File: src/design/mpma_pkg.sv
package mpma_pkg;

    localparam logic [2:0] CMD_ADD = 3'd0;
    localparam logic [2:0] CMD_SUB = 3'd1;
    localparam logic [2:0] CMD_MUL = 3'd2;
    localparam logic [2:0] CMD_DIV = 3'd3;
    localparam logic [2:0] CMD_POW = 3'd4;
    localparam logic [2:0] CMD_NEG = 3'd5;
    localparam logic [2:0] CMD_EQU = 3'd6;

    localparam int CFG_COUNT = 4;

endpackage

File: src/design/mpma_modred.sv
// bit-serial modular reduction: x mod m, one bit of x per cycle
module mpma_modred #(
    parameter int W = 63
) (
    input  logic         aclk,
    input  logic         aresetn,
    input  logic         start,
    input  logic [W-1:0] x,
    input  logic [W-1:0] m,
    output logic         done,
    output logic [W-1:0] r
);
    localparam int CW = $clog2(W + 1);

    logic [W-1:0]  r_reg, r_next;
    logic [W-1:0]  x_reg, x_next;
    logic [CW-1:0] cnt_reg, cnt_next;
    logic          busy_reg, busy_next;
    logic          done_reg, done_next;
    logic [W:0]    dbl;

    always_comb begin
        r_next    = r_reg;
        x_next    = x_reg;
        cnt_next  = cnt_reg;
        busy_next = busy_reg;
        done_next = 1'b0;
        dbl       = {r_reg, x_reg[W-1]};
        if (start) begin
            r_next    = '0;
            x_next    = x;
            cnt_next  = CW'(W);
            busy_next = 1'b1;
        end else if (busy_reg) begin
            if (dbl >= {1'b0, m}) begin
                dbl = dbl - {1'b0, m};
            end
            r_next   = dbl[W-1:0];
            x_next   = {x_reg[W-2:0], 1'b0};
            cnt_next = cnt_reg - CW'(1);
            if (cnt_reg == CW'(1)) begin
                busy_next = 1'b0;
                done_next = 1'b1;
            end
        end
    end

    always_ff @(posedge aclk) begin
        if (!aresetn) begin
            busy_reg <= 1'b0;
            done_reg <= 1'b0;
            cnt_reg  <= '0;
        end else begin
            busy_reg <= busy_next;
            done_reg <= done_next;
            cnt_reg  <= cnt_next;
        end
        r_reg <= r_next;
        x_reg <= x_next;
    end

    assign done = done_reg;
    assign r    = r_reg;
endmodule

File: src/design/mpma_mulmod.sv
// bit-serial shift-add modular multiplier, one bit of y per cycle
module mpma_mulmod #(
    parameter int W = 63
) (
    input  logic         aclk,
    input  logic         aresetn,
    input  logic         start,
    input  logic [W-1:0] x,
    input  logic [W-1:0] y,
    input  logic [W-1:0] m,
    output logic         done,
    output logic [W-1:0] p
);
    localparam int CW = $clog2(W + 1);

    logic [W-1:0]  r_reg, r_next;
    logic [W-1:0]  y_reg, y_next;
    logic [CW-1:0] cnt_reg, cnt_next;
    logic          busy_reg, busy_next;
    logic          done_reg, done_next;
    logic [W:0]    s;

    always_comb begin
        r_next    = r_reg;
        y_next    = y_reg;
        cnt_next  = cnt_reg;
        busy_next = busy_reg;
        done_next = 1'b0;
        s         = {r_reg, 1'b0};
        if (start) begin
            r_next    = '0;
            y_next    = y;
            cnt_next  = CW'(W);
            busy_next = 1'b1;
        end else if (busy_reg) begin
            if (s >= {1'b0, m}) s = s - {1'b0, m};
            if (y_reg[W-1]) begin
                s = s + {1'b0, x};
                if (s >= {1'b0, m}) s = s - {1'b0, m};
            end
            r_next   = s[W-1:0];
            y_next   = {y_reg[W-2:0], 1'b0};
            cnt_next = cnt_reg - CW'(1);
            if (cnt_reg == CW'(1)) begin
                busy_next = 1'b0;
                done_next = 1'b1;
            end
        end
    end

    always_ff @(posedge aclk) begin
        if (!aresetn) begin
            busy_reg <= 1'b0;
            done_reg <= 1'b0;
            cnt_reg  <= '0;
        end else begin
            busy_reg <= busy_next;
            done_reg <= done_next;
            cnt_reg  <= cnt_next;
        end
        r_reg <= r_next;
        y_reg <= y_next;
    end

    assign done = done_reg;
    assign p    = r_reg;
endmodule

File: src/design/multi_prime_modular_alu_top.sv
// Modular ALU over LANES configurable moduli. One request in, one result out,
// one request at a time. Operands are first reduced modulo the lane modulus by
// a bit-serial reducer. Add, sub, negate and equal are then settled in the
// dispatch state; mul adds one pass of the bit-serial shift-add multiplier.
// Divide computes the Fermat inverse b^(m-2) by square-and-multiply over
// all RESIDUE_BITS exponent bits (two passes per bit) and then one more
// multiply; a zero divisor sets the zero-divide flag. Power with exponent two
// is a single squaring; otherwise power runs the same loop over the exponent,
// after an inverse loop when the exponent counts as negative. The worst case
// is a negative power. The multiplier is the single shared unit that sets the
// rate. The result is held in an output register; a new request is taken
// once it has been delivered and the sequencer is back in idle.
module multi_prime_modular_alu_top #(
    parameter int LANES        = 4,
    parameter int RESIDUE_BITS = 63
) (
    input  logic                    aclk,
    input  logic                    aresetn,
    input  logic                    cfg_we,
    input  logic [1:0]              cfg_index,
    input  logic [62:0]             cfg_data,
    input  logic                    s_valid,
    output logic                    s_ready,
    input  logic [2:0]              s_command,
    input  logic [1:0]              s_lane,
    input  logic [RESIDUE_BITS-1:0] s_operand_a,
    input  logic [RESIDUE_BITS-1:0] s_operand_b,
    output logic                    m_valid,
    input  logic                    m_ready,
    output logic [RESIDUE_BITS-1:0] m_value,
    output logic                    m_zero_divide,
    output logic                    m_equal_flag
);
    localparam int W  = RESIDUE_BITS;
    localparam int LW = (LANES > 1) ? $clog2(LANES) : 1;
    localparam int EW = $clog2(W + 1);

    // sequencer states
    localparam logic [3:0] ST_IDLE  = 4'd0;
    localparam logic [3:0] ST_REDA  = 4'd1;
    localparam logic [3:0] ST_REDB  = 4'd2;
    localparam logic [3:0] ST_DISP  = 4'd3;
    localparam logic [3:0] ST_PSQR  = 4'd4;  // square step of pow loop
    localparam logic [3:0] ST_PMUL  = 4'd5;  // multiply step of pow loop
    localparam logic [3:0] ST_PNEXT = 4'd6;
    localparam logic [3:0] ST_FMUL  = 4'd7;  // final single multiply
    localparam logic [3:0] ST_WAIT  = 4'd8;

    localparam logic [63:0] RST0 = 64'd9223372036854775783;
    localparam logic [63:0] RST1 = 64'd9223372036854775643;
    localparam logic [63:0] RST2 = 64'd9223372036854775549;
    localparam logic [63:0] RST3 = 64'd9223372036854775507;

    // modulus bank
    logic [W-1:0] mod_reg [LANES];

    always_ff @(posedge aclk) begin
        if (!aresetn) begin
            for (int k = 0; k < LANES; k++) begin
                case (k % mpma_pkg::CFG_COUNT)
                    0:       mod_reg[k] <= RST0[W-1:0];
                    1:       mod_reg[k] <= RST1[W-1:0];
                    2:       mod_reg[k] <= RST2[W-1:0];
                    default: mod_reg[k] <= RST3[W-1:0];
                endcase
            end
        end else if (cfg_we && (32'(cfg_index) < LANES)) begin
            mod_reg[LW'(cfg_index)] <= cfg_data[W-1:0];
        end
    end

    logic [3:0]   state_reg;
    logic [2:0]   cmd_reg;
    logic [W-1:0] m_reg, a_reg, b_reg;
    logic [W-1:0] base_reg, acc_reg, exp_reg;
    logic [EW-1:0] ecnt_reg;
    logic         inv_ph_reg;   // pow loop is computing an inverse
    logic         div_reg;      // after inverse, finish with a multiply
    logic         start_reg;    // one-cycle start for reducer or multiplier
    logic         out_v_reg;
    logic [W-1:0] val_reg;
    logic         zd_reg, eq_reg;

    // reducer
    logic         red_start, red_done;
    logic [W-1:0] red_x, red_r;
    // multiplier
    logic         mul_start, mul_done;
    logic [W-1:0] mul_x, mul_y, mul_p;

    mpma_modred #(.W(W)) u_red (
        .aclk(aclk), .aresetn(aresetn), .start(red_start), .x(red_x),
        .m(m_reg), .done(red_done), .r(red_r)
    );

    mpma_mulmod #(.W(W)) u_mul (
        .aclk(aclk), .aresetn(aresetn), .start(mul_start), .x(mul_x), .y(mul_y),
        .m(m_reg), .done(mul_done), .p(mul_p)
    );

    logic accept;
    assign accept  = s_valid && s_ready;
    assign s_ready = (state_reg == ST_IDLE);
    assign m_valid = out_v_reg;
    assign m_value = val_reg;
    assign m_zero_divide = zd_reg;
    assign m_equal_flag  = eq_reg;

    // lane number folded into the bank; lane < 4 <= 2*LANES for LANES >= 2
    logic [LW-1:0] lane_sel;
    assign lane_sel = (LANES == 1) ? '0
                    : (32'(s_lane) >= LANES) ? LW'(32'(s_lane) - LANES)
                                             : LW'(s_lane);

    // 1 mod m, zero for the degenerate modulus one
    logic [W-1:0] one_mod;
    assign one_mod = (m_reg == W'(1)) ? '0 : W'(1);

    logic [W:0] sum_ab;
    assign sum_ab = {1'b0, a_reg} + {1'b0, b_reg};

    // command decode once both operands are reduced
    logic [W-1:0] dsp_val, dsp_acc, dsp_base, dsp_exp;
    logic         dsp_zd, dsp_eq, dsp_inv, dsp_div;
    logic [3:0]   dsp_state;

    always_comb begin
        dsp_val   = '0;
        dsp_zd    = 1'b0;
        dsp_eq    = 1'b0;
        dsp_acc   = one_mod;
        dsp_base  = b_reg;
        dsp_exp   = b_reg;
        dsp_inv   = 1'b0;
        dsp_div   = 1'b0;
        dsp_state = ST_WAIT;
        unique case (cmd_reg)
            mpma_pkg::CMD_ADD: begin
                dsp_val = (sum_ab >= {1'b0, m_reg})
                    ? W'(sum_ab - {1'b0, m_reg}) : sum_ab[W-1:0];
            end
            mpma_pkg::CMD_SUB: begin
                dsp_val = (b_reg > a_reg) ? (m_reg - b_reg) + a_reg : a_reg - b_reg;
            end
            mpma_pkg::CMD_NEG: dsp_val = (a_reg == '0) ? '0 : m_reg - a_reg;
            mpma_pkg::CMD_EQU: dsp_eq = (a_reg == b_reg);
            mpma_pkg::CMD_MUL: begin
                dsp_acc   = a_reg;
                dsp_state = ST_FMUL;
            end
            mpma_pkg::CMD_DIV: begin
                if (b_reg == '0) begin
                    dsp_zd = 1'b1;
                end else begin
                    // inverse of b, then times a
                    dsp_exp   = m_reg - W'(2);
                    dsp_div   = 1'b1;
                    dsp_state = ST_PMUL;
                end
            end
            mpma_pkg::CMD_POW: begin
                if (b_reg == W'(2)) begin
                    // plain square
                    dsp_acc   = a_reg;
                    dsp_base  = a_reg;
                    dsp_state = ST_FMUL;
                end else if (b_reg < (m_reg >> 1)) begin
                    dsp_base  = a_reg;
                    dsp_state = ST_PMUL;
                end else if (a_reg == '0) begin
                    dsp_zd = 1'b1;
                end else begin
                    // negative exponent: invert the base first
                    dsp_base  = a_reg;
                    dsp_exp   = m_reg - W'(2);
                    dsp_inv   = 1'b1;
                    dsp_state = ST_PMUL;
                end
            end
            default: ;
        endcase
    end

    // operand routing for reducer and multiplier
    always_comb begin
        red_start = 1'b0;
        red_x     = a_reg;
        mul_start = 1'b0;
        mul_x     = base_reg;
        mul_y     = acc_reg;
        unique case (state_reg) inside
            ST_REDA: red_start = start_reg;
            ST_REDB: begin
                red_start = start_reg;
                red_x     = b_reg;
            end
            ST_PMUL, ST_FMUL: mul_start = start_reg;
            ST_PSQR: begin
                mul_start = start_reg;
                mul_y     = base_reg;
            end
            default: ;
        endcase
    end

    // sequencer
    always_ff @(posedge aclk) begin
        if (!aresetn) begin
            state_reg  <= ST_IDLE;
            out_v_reg  <= 1'b0;
            start_reg  <= 1'b0;
            inv_ph_reg <= 1'b0;
            div_reg    <= 1'b0;
            val_reg    <= '0;
            zd_reg     <= 1'b0;
            eq_reg     <= 1'b0;
        end else begin
            unique case (state_reg)
                ST_IDLE: begin
                    if (accept) begin
                        cmd_reg   <= s_command;
                        m_reg     <= (mod_reg[lane_sel] == '0) ? W'(1)
                                                                : mod_reg[lane_sel];
                        a_reg     <= s_operand_a;
                        b_reg     <= s_operand_b;
                        start_reg <= 1'b1;
                        state_reg <= ST_REDA;
                    end
                end
                ST_REDA: begin
                    if (start_reg) begin
                        start_reg <= 1'b0;
                    end else if (red_done) begin
                        a_reg     <= red_r;
                        start_reg <= 1'b1;
                        state_reg <= ST_REDB;
                    end
                end
                ST_REDB: begin
                    if (start_reg) begin
                        start_reg <= 1'b0;
                    end else if (red_done) begin
                        b_reg     <= red_r;
                        state_reg <= ST_DISP;
                    end
                end
                ST_DISP: begin
                    val_reg    <= dsp_val;
                    zd_reg     <= dsp_zd;
                    eq_reg     <= dsp_eq;
                    acc_reg    <= dsp_acc;
                    base_reg   <= dsp_base;
                    exp_reg    <= dsp_exp;
                    ecnt_reg   <= EW'(W);
                    inv_ph_reg <= dsp_inv;
                    div_reg    <= dsp_div;
                    out_v_reg  <= (dsp_state == ST_WAIT);
                    start_reg  <= (dsp_state != ST_WAIT);
                    state_reg  <= dsp_state;
                end
                ST_PMUL: begin
                    if (start_reg) begin
                        start_reg <= 1'b0;
                    end else if (mul_done) begin
                        if (exp_reg[0]) acc_reg <= mul_p;
                        start_reg <= 1'b1;
                        state_reg <= ST_PSQR;
                    end
                end
                ST_PSQR: begin
                    if (start_reg) begin
                        start_reg <= 1'b0;
                    end else if (mul_done) begin
                        base_reg <= mul_p;
                        exp_reg  <= exp_reg >> 1;
                        ecnt_reg <= ecnt_reg - EW'(1);
                        if (ecnt_reg == EW'(1)) begin
                            state_reg <= ST_PNEXT;
                        end else begin
                            start_reg <= 1'b1;
                            state_reg <= ST_PMUL;
                        end
                    end
                end
                ST_PNEXT: begin
                    if (inv_ph_reg) begin
                        // inverse done: raise it to m - b
                        inv_ph_reg <= 1'b0;
                        base_reg   <= acc_reg;
                        acc_reg    <= one_mod;
                        exp_reg    <= m_reg - b_reg;
                        ecnt_reg   <= EW'(W);
                        start_reg  <= 1'b1;
                        state_reg  <= ST_PMUL;
                    end else if (div_reg) begin
                        base_reg   <= acc_reg;
                        acc_reg    <= a_reg;
                        start_reg  <= 1'b1;
                        state_reg  <= ST_FMUL;
                    end else begin
                        val_reg    <= acc_reg;
                        out_v_reg  <= 1'b1;
                        state_reg  <= ST_WAIT;
                    end
                end
                ST_FMUL: begin
                    if (start_reg) begin
                        start_reg <= 1'b0;
                    end else if (mul_done) begin
                        val_reg   <= mul_p;
                        out_v_reg <= 1'b1;
                        state_reg <= ST_WAIT;
                    end
                end
                ST_WAIT: begin
                    if (m_ready) begin
                        out_v_reg <= 1'b0;
                        state_reg <= ST_IDLE;
                    end
                end
                default: state_reg <= ST_IDLE;
            endcase
        end
    end
endmodule

File: config.mk
export PLATFORM = sky130hd
export DESIGN_NAME = multi_prime_modular_alu_top
export DESIGN_NICKNAME = d
export VERILOG_FILES = /design/src/design/mpma_pkg.sv /design/src/design/mpma_modred.sv /design/src/design/mpma_mulmod.sv /design/src/design/multi_prime_modular_alu_top.sv
export SDC_FILE = /design/constraint.sdc
export NUM_CORES = 2
export LEC_CHECK = 0
export ABC_CLOCK_PERIOD_IN_PS = 13700
export BUFFER_PORTS_ARGS = -buffer_cell sky130_fd_sc_hd__buf_2
export CORE_MARGIN = 8
export CORE_UTILIZATION = 35
export CTS_CLUSTER_SIZE = 28
export DETAILED_ROUTE_END_ITERATION = 8
export SLEW_MARGIN = 20
export SYNTH_ARGS = -nofsm -noshare
export SYNTH_HDL_FRONTEND = slang
export SYNTH_HIERARCHICAL = 1
export SYNTH_SLANG_ARGS = --single-unit
File: constraint.sdc
create_clock -name aclk -period 13.7 [get_ports aclk]
set_input_delay 2.74 -clock aclk [delete_from_list [all_inputs] [get_ports aclk]]
set_output_delay 2.74 -clock aclk [all_outputs]
set_load 0.02 [all_outputs]
## Word-level counts from Yosys, hierarchy flattened

Memories as Yosys holds them, arrays and structs flattened.
Cells that the tools add are included.

| storage, ports and cells | value |
|---|---|
| register bits after elaboration | 728 |
| memory bits (writable) | 252 |
| input port bits | 201 |
| output and inout bits | 67 |
| word-level logic and storage cells | 249 |
| memories kept | 1 |

| cells by class | value |
|---|---|
| add/subtract/negate cells | 14 |
| order comparisons | 6 |
| equality and inequality tests | 39 |
| multiplexer cells | 128 |
| bitwise operators | 3 |
| reduce and logical (&&, ||, !) cells | 32 |

Memory list:

| name | words | width | read ports | clocked after memory_dff | wr ports | line | source |
|---|---|---|---|---|---|---|---|
| mod_reg | 4 | 63 | 1 | 0 | 4 | multi_prime_modular_alu_top.sv:55 | `logic [W-1:0] mod_reg [LANES];` |

Operator list:

| operator | count |
|---|---|
| two-way mux 63 bit | 40 |
| case mux 63 bit (3 select lines) | 5 |
| case mux 63 bit (2 select lines) | 4 |
| subtractor 63 bit | 6 |
| >= comparator 64 x 63 -> 1 bit | 4 |
| two-way mux 64 bit | 3 |
| logical NOT 63 bit | 3 |
| two-way mux 4 bit | 18 |
| adder 63 x 63 -> 64 bit | 1 |
| adder 64 x 63 -> 64 bit | 1 |
| subtractor 64 x 63 -> 64 bit | 1 |
| adder 63 bit | 1 |
| == test 63 x 1 -> 1 bit (second input constant) | 1 |
| == test 63 x 2 -> 1 bit (second input constant) | 1 |
| == test 63 bit | 1 |
| > comparator 63 bit | 1 |
| less-than comparator 63 x 62 -> 1 bit | 1 |
| OR reduction 63 bit | 1 |
| subtractor 63 x 2 -> 63 bit (second input constant) | 1 |
| two-way mux 1 bit | 42 |
| two-way mux 6 bit | 7 |
| case mux 4 bit (9 select lines) | 1 |
| AND reduction 5 bit | 5 |
| != test 2 bit (second input constant) | 10 |
| other kinds (31) | 63 |

## Depth between registers and ports, before layout

| depth | value |
|---|---|
| depth after elaboration | 8 |
| depth in mapped cells | 41 |

## Cells and area by module

The synthesis kept the hierarchy.

Modules (own cells, without submodules):

| module | times used | cells an instance | area each (um2) |
|---|---|---|---|
| multi_prime_modular_alu_top | 1 | 6825 | 61043.5 |
| mpma_mulmod | 1 | 2385 | 17997.3 |
| mpma_modred | 1 | 1107 | 9673.0 |

## Least setup slack after synthesis

OpenSTA, ideal clock, no wires.

| timing path | value |
|---|---|
| path kind | input to register |
| start | in aresetn |
| end | reg acc_reg[0], enable pin |
| setup time | 0.574 ns |
| arrival | 8.133 ns |
| data required time | 13.126 ns |
| path slack | 4.993 ns |
| stages | 4 |
| path through | clkbuf_1 -> clkbuf_1 -> clkbuf_1 -> nor3b_1 |

| between the ends | value |
|---|---|
| cells in the longest elaborated chain, start to end | 1 |

RTL lines:

| what | line | source |
|---|---|---|
| start: declaration | multi_prime_modular_alu_top.sv:18 | `input logic aresetn,` |
| AND reduction 6 bit (no source line) | -- |  |
| end signal: assignment | multi_prime_modular_alu_top.sv:251 | `acc_reg <= dsp_acc;` |
| end signal: assignment | multi_prime_modular_alu_top.sv:265 | `if (exp_reg[0]) acc_reg <= mul_p;` |
| end signal: assignment | multi_prime_modular_alu_top.sv:290 | `acc_reg <= one_mod;` |
| end: declaration | multi_prime_modular_alu_top.sv:75 | `logic [W-1:0] base_reg, acc_reg, exp_reg;` |

No other way between the ends.
A chain may end at the register's enable or synchronous reset.

## Final worst setup path

| timing path | value |
|---|---|
| start | reg m_reg[35] |
| end | reg u_mul.r_reg[59] (netlist: u_mul/p[59]) |

| between the ends | value |
|---|---|
| cells in the longest elaborated chain, start to end | 8 |

RTL lines:

| what | line | source |
|---|---|---|
| start: declaration | multi_prime_modular_alu_top.sv:74 | `logic [W-1:0] m_reg, a_reg, b_reg;` |
| start signal: assignment | multi_prime_modular_alu_top.sv:222 | `m_reg <= (mod_reg[lane_sel] == '0) ? W'(1)` |
| subtractor 64 x 63 -> 64 bit or >= comparator 64 x 63 -> 1 bit (tied branches) | mpma_mulmod.sv:36 | `if (s >= {1'b0, m}) s = s - {1'b0, m};` |
| two-way mux 64 bit | mpma_mulmod.sv:36 |  |
| two-way mux 64 bit | mpma_mulmod.sv:35 | `end else if (busy_reg) begin` |
| two-way mux 64 bit | mpma_mulmod.sv:30 | `if (start) begin` |
| adder 64 x 63 -> 64 bit | mpma_mulmod.sv:38 | `s = s + {1'b0, x};` |
| subtractor 63 bit or >= comparator 64 x 63 -> 1 bit (tied branches) | mpma_mulmod.sv:39 | `if (s >= {1'b0, m}) s = s - {1'b0, m};` |
| two-way mux 63 bit | mpma_mulmod.sv:39 |  |
| two-way mux 63 bit * | mpma_mulmod.sv:37 | `if (y_reg[W-1]) begin` |
| end signal: assignment | mpma_mulmod.sv:61 | `r_reg <= r_next;` |
| end: declaration | mpma_mulmod.sv:16 | `logic [W-1:0] r_reg, r_next;` |

Every way passes the cells marked *; elsewhere a longest branch is shown, timed or not. The select of a mux whose other input is x is not followed.

==> results.py <==
metrics = {
    "grt": {
        "grt_util_met2_pct": 47.1,
        "grt_pass1_vias": 81385,
        "grt_max_degree": 81,
        "grt_usage_pct": 31.4,
        "grtUsageMet1_pct": 44.4,
        "antenna_found_initial": 86,
        "grt-busiest-layer": "met2",
        "grt_pass1_wl_um": 617000,
        "met3_usage_pct": 6.69,
        "overflow": 0,
    },
    "place": {
        "port_buffers": 267,
        "hpwlAfterDp_um": 368000,
        "place_congestion": 1.02,
        "placed_cells_incl_taps": 13532,
    },
    "floorplan": {
        "die_w_um": 519,
        "die_h_um": 519,
        "core_area_mm2": 0.253,
        "start_util_pct": 35.1,
        "dieArea_mm2": 0.270,
        "row_count": 185,
        "ios": 268,
    },
    "synth": {
        "async_reset_ff_share_pct": 0,
        "avgSynthCellArea_um2": 8.60,
        "synth_top_cell_by_area": "edfxtp_1",
        "syn_inst": 10317,
        "synth_seq_area_share_pct": 30.7,
        "synth_area_mm2": 0.0887,
        "ys_types": 124,
        "synth_edf_count": 765,
        "ys_ff_latch": 980,
        "synth_warnings": 6,
        "synthTopCellsByArea": "edfxtp_1 26%, ha_1 9.9%, a21oi_1 5.5%, dfxtp_1 4.9%, xnor2_1 4.6%",
        "yosys.area.top_type_share_pct": 25.9,
        "synth_flop_cell": "edfxtp_1",
        "synthesis.nets": 11232,
    },
    "worst_setup_path": {
        "crit_path_start_kind": "flop",
        "path_depth": 33,
        "cp_common_cell": "a21oi_1",
        "endpoint_kind": "flop",
        "criticalPathCategory": "flop to flop",
        "reg2reg_depth": 33,
        "crit_path_top_delay_cell": "a211oi_1",
        "crit_buf_inv": 2,
        "cp_slowest_stage_delay_ns": 0.85,
        "required_ns": 14.35,
        "worstPathArrival_ns": 11.14,
        "path_max_fanout": 36,
        "crit_family": "compound AO/OA/AOI/OAI gates",
    },
    "clock_network": {
        "tritoncts": "built",
        "htreeDepth": 3,
        "clock_sinks": 980,
        "cts_resized": 0,
        "clk_latency_ns": 0.80,
        "clockBufferDepth": 3,
        "path_clk_slew_ns": 0.06,
        "cts-hold-fix-buffers": 0,
        "cts_buffers": 120,
        "root_buffer": "clkbuf_16",
        "postCtsSetupBuffers": 0,
    },
    "route": {
        "wl_per_cell_um": 32.5,
        "wirelength_um": 449000,
        "dr.pass1.iters": 8,
        "drc": 0,
        "drtAntennaViolNets": 0,
        "num_vias": 86138,
        "drt-initial-drc-count": 10443,
        "vias_per_cell": 6.24,
    },
    "final_layout": {
        "largest_register_ffs": 252,
        "nets": 11203,
        "finalNonFillerCells": 13797,
        "drive_gt1_share_pct": 12.6,
        "synthToLayoutAreaGrowth_pct": 10.2,
    },
    "sta": {
        "setup_tns_ns": 0,
        "final_max_slew_viol_count": 0,
        "max_slew_margin_pct": 9.32,
        "fin_skew_ns": 0.0823,
        "fmax_ghz": 0.0953,
        "rsz0062_at_grt": "no",
        "finalSetupViolCount": 0,
        "fin_crit_ns": 10.49,
        "period_share_pct": 76.6,
        "hold_viol": 0,
        "worstMarginPinSlew_ns": 1.35,
    },
    "worst_hold_path": {
        "hold_path.class": "flop to flop",
        "hold_depth": 1,
    },
    "outcome": {
        "outcome": "finished clean",
    },
    "run": {
        "drv_cap": 0,
    },
}
-- final cells by class --
class                   count  area [µm²]
diodes                     37        92.6
fillers                 25707      155000
repair buffers            446        2710
inverters                 532        2000
clock inverters            87        1170
flip-flops and latches    980       27300
clock buffers             141        3100
multi-input cells        8208       57200
well taps                3366        4210
-- synth_stat cells (137+ instances only) --
library cell / n
nand2_1: 993
a21oi_1: 974
edfxtp_1: 765
nor2_1: 706
ha_1: 704
o21ai_0: 657
inv_1: 528
clkbuf_1: 461
xnor2_1: 461
a21o_1: 313
mux2_2: 277
dfxtp_1: 215
nand4_1: 211
or2_2: 198
xor2_1: 195
nand3_1: 160
nand2b_1: 153
mux2i_1: 147
nor3_1: 137
-- metal layers --
layer  part of all wire (%)  vias up
met5                  0.060        -
met4                    4.3       44
met3                     10      648
met2                     42     4675
met1                     44    42503
li1                       -    38268
-- final timing paths --
kind / startpoint / end / slack (ns)
min reg2reg: m_value[18] / m_value[18] / 0.50
max reg2reg: m_reg[35] / u_mul/p[59] / 3.21
min: m_value[18] / m_value[18] / 0.50
max: m_reg[35] / u_mul/p[59] / 3.21
-- cell families (layout without fill, tap and decap cells) --
group | count (synthesis) | after routing | synth area share, %
xor+xnor | 656 | 656 | 6.48
mux | 488 | 488 | 6.79
other cells | 0 | 37 | 0
buf+inv | 1129 | 1206 | 5.08
simple gates | 3036 | 3036 | 16.5
compound gates | 3314 | 3314 | 24.3
fa+ha+maj | 714 | 714 | 10.2
flops | 980 | 980 | 30.7
-- cell usage in the layout, fill, tap and decap left out, types with 48 or more instances in the layout --
cell type  instances
a211oi_1         109
a21o_1           311
a21oi_1          973
a22o_1            71
a22oi_1          120
a31oi_1           99
and2_1            48
and3_1            69
buf_2            265
buf_4            179
clkbuf_16        120
dfxtp_1          213
edfxtp_1         765
ha_1             704
inv_1            526
mux2_2           277
mux2i_1          147
mux4_2            63
nand2_1          987
nand2b_1         152
nand3_1          160
nand4_1          211
nor2_1           699
nor2b_1           87
nor3_1           133
nor4_1           103
o211ai_1         123
o21a_1            81
o21ai_0          657
o21bai_1         124
o221ai_1          51
o31ai_1           73
or2_2            198
xnor2_1          461
xor2_1           195
-- per-stage QoR --
stage               instance area, µm²  setup slack (ns)  hold WS, ns  util (%)
CTS                              97700              3.21        0.505      38.6
finish                           97700              3.21        0.501      38.6
floorplan                        88700              4.99        0.463         -
global placement                 93400              3.01        0.491      36.9
global route                     97700              2.79        0.528      38.6
detailed placement               93400              3.31        0.492      36.9
Power is not shown: default switching activity piles up to over one toggle a cycle in this logic, so the estimate is an artifact.
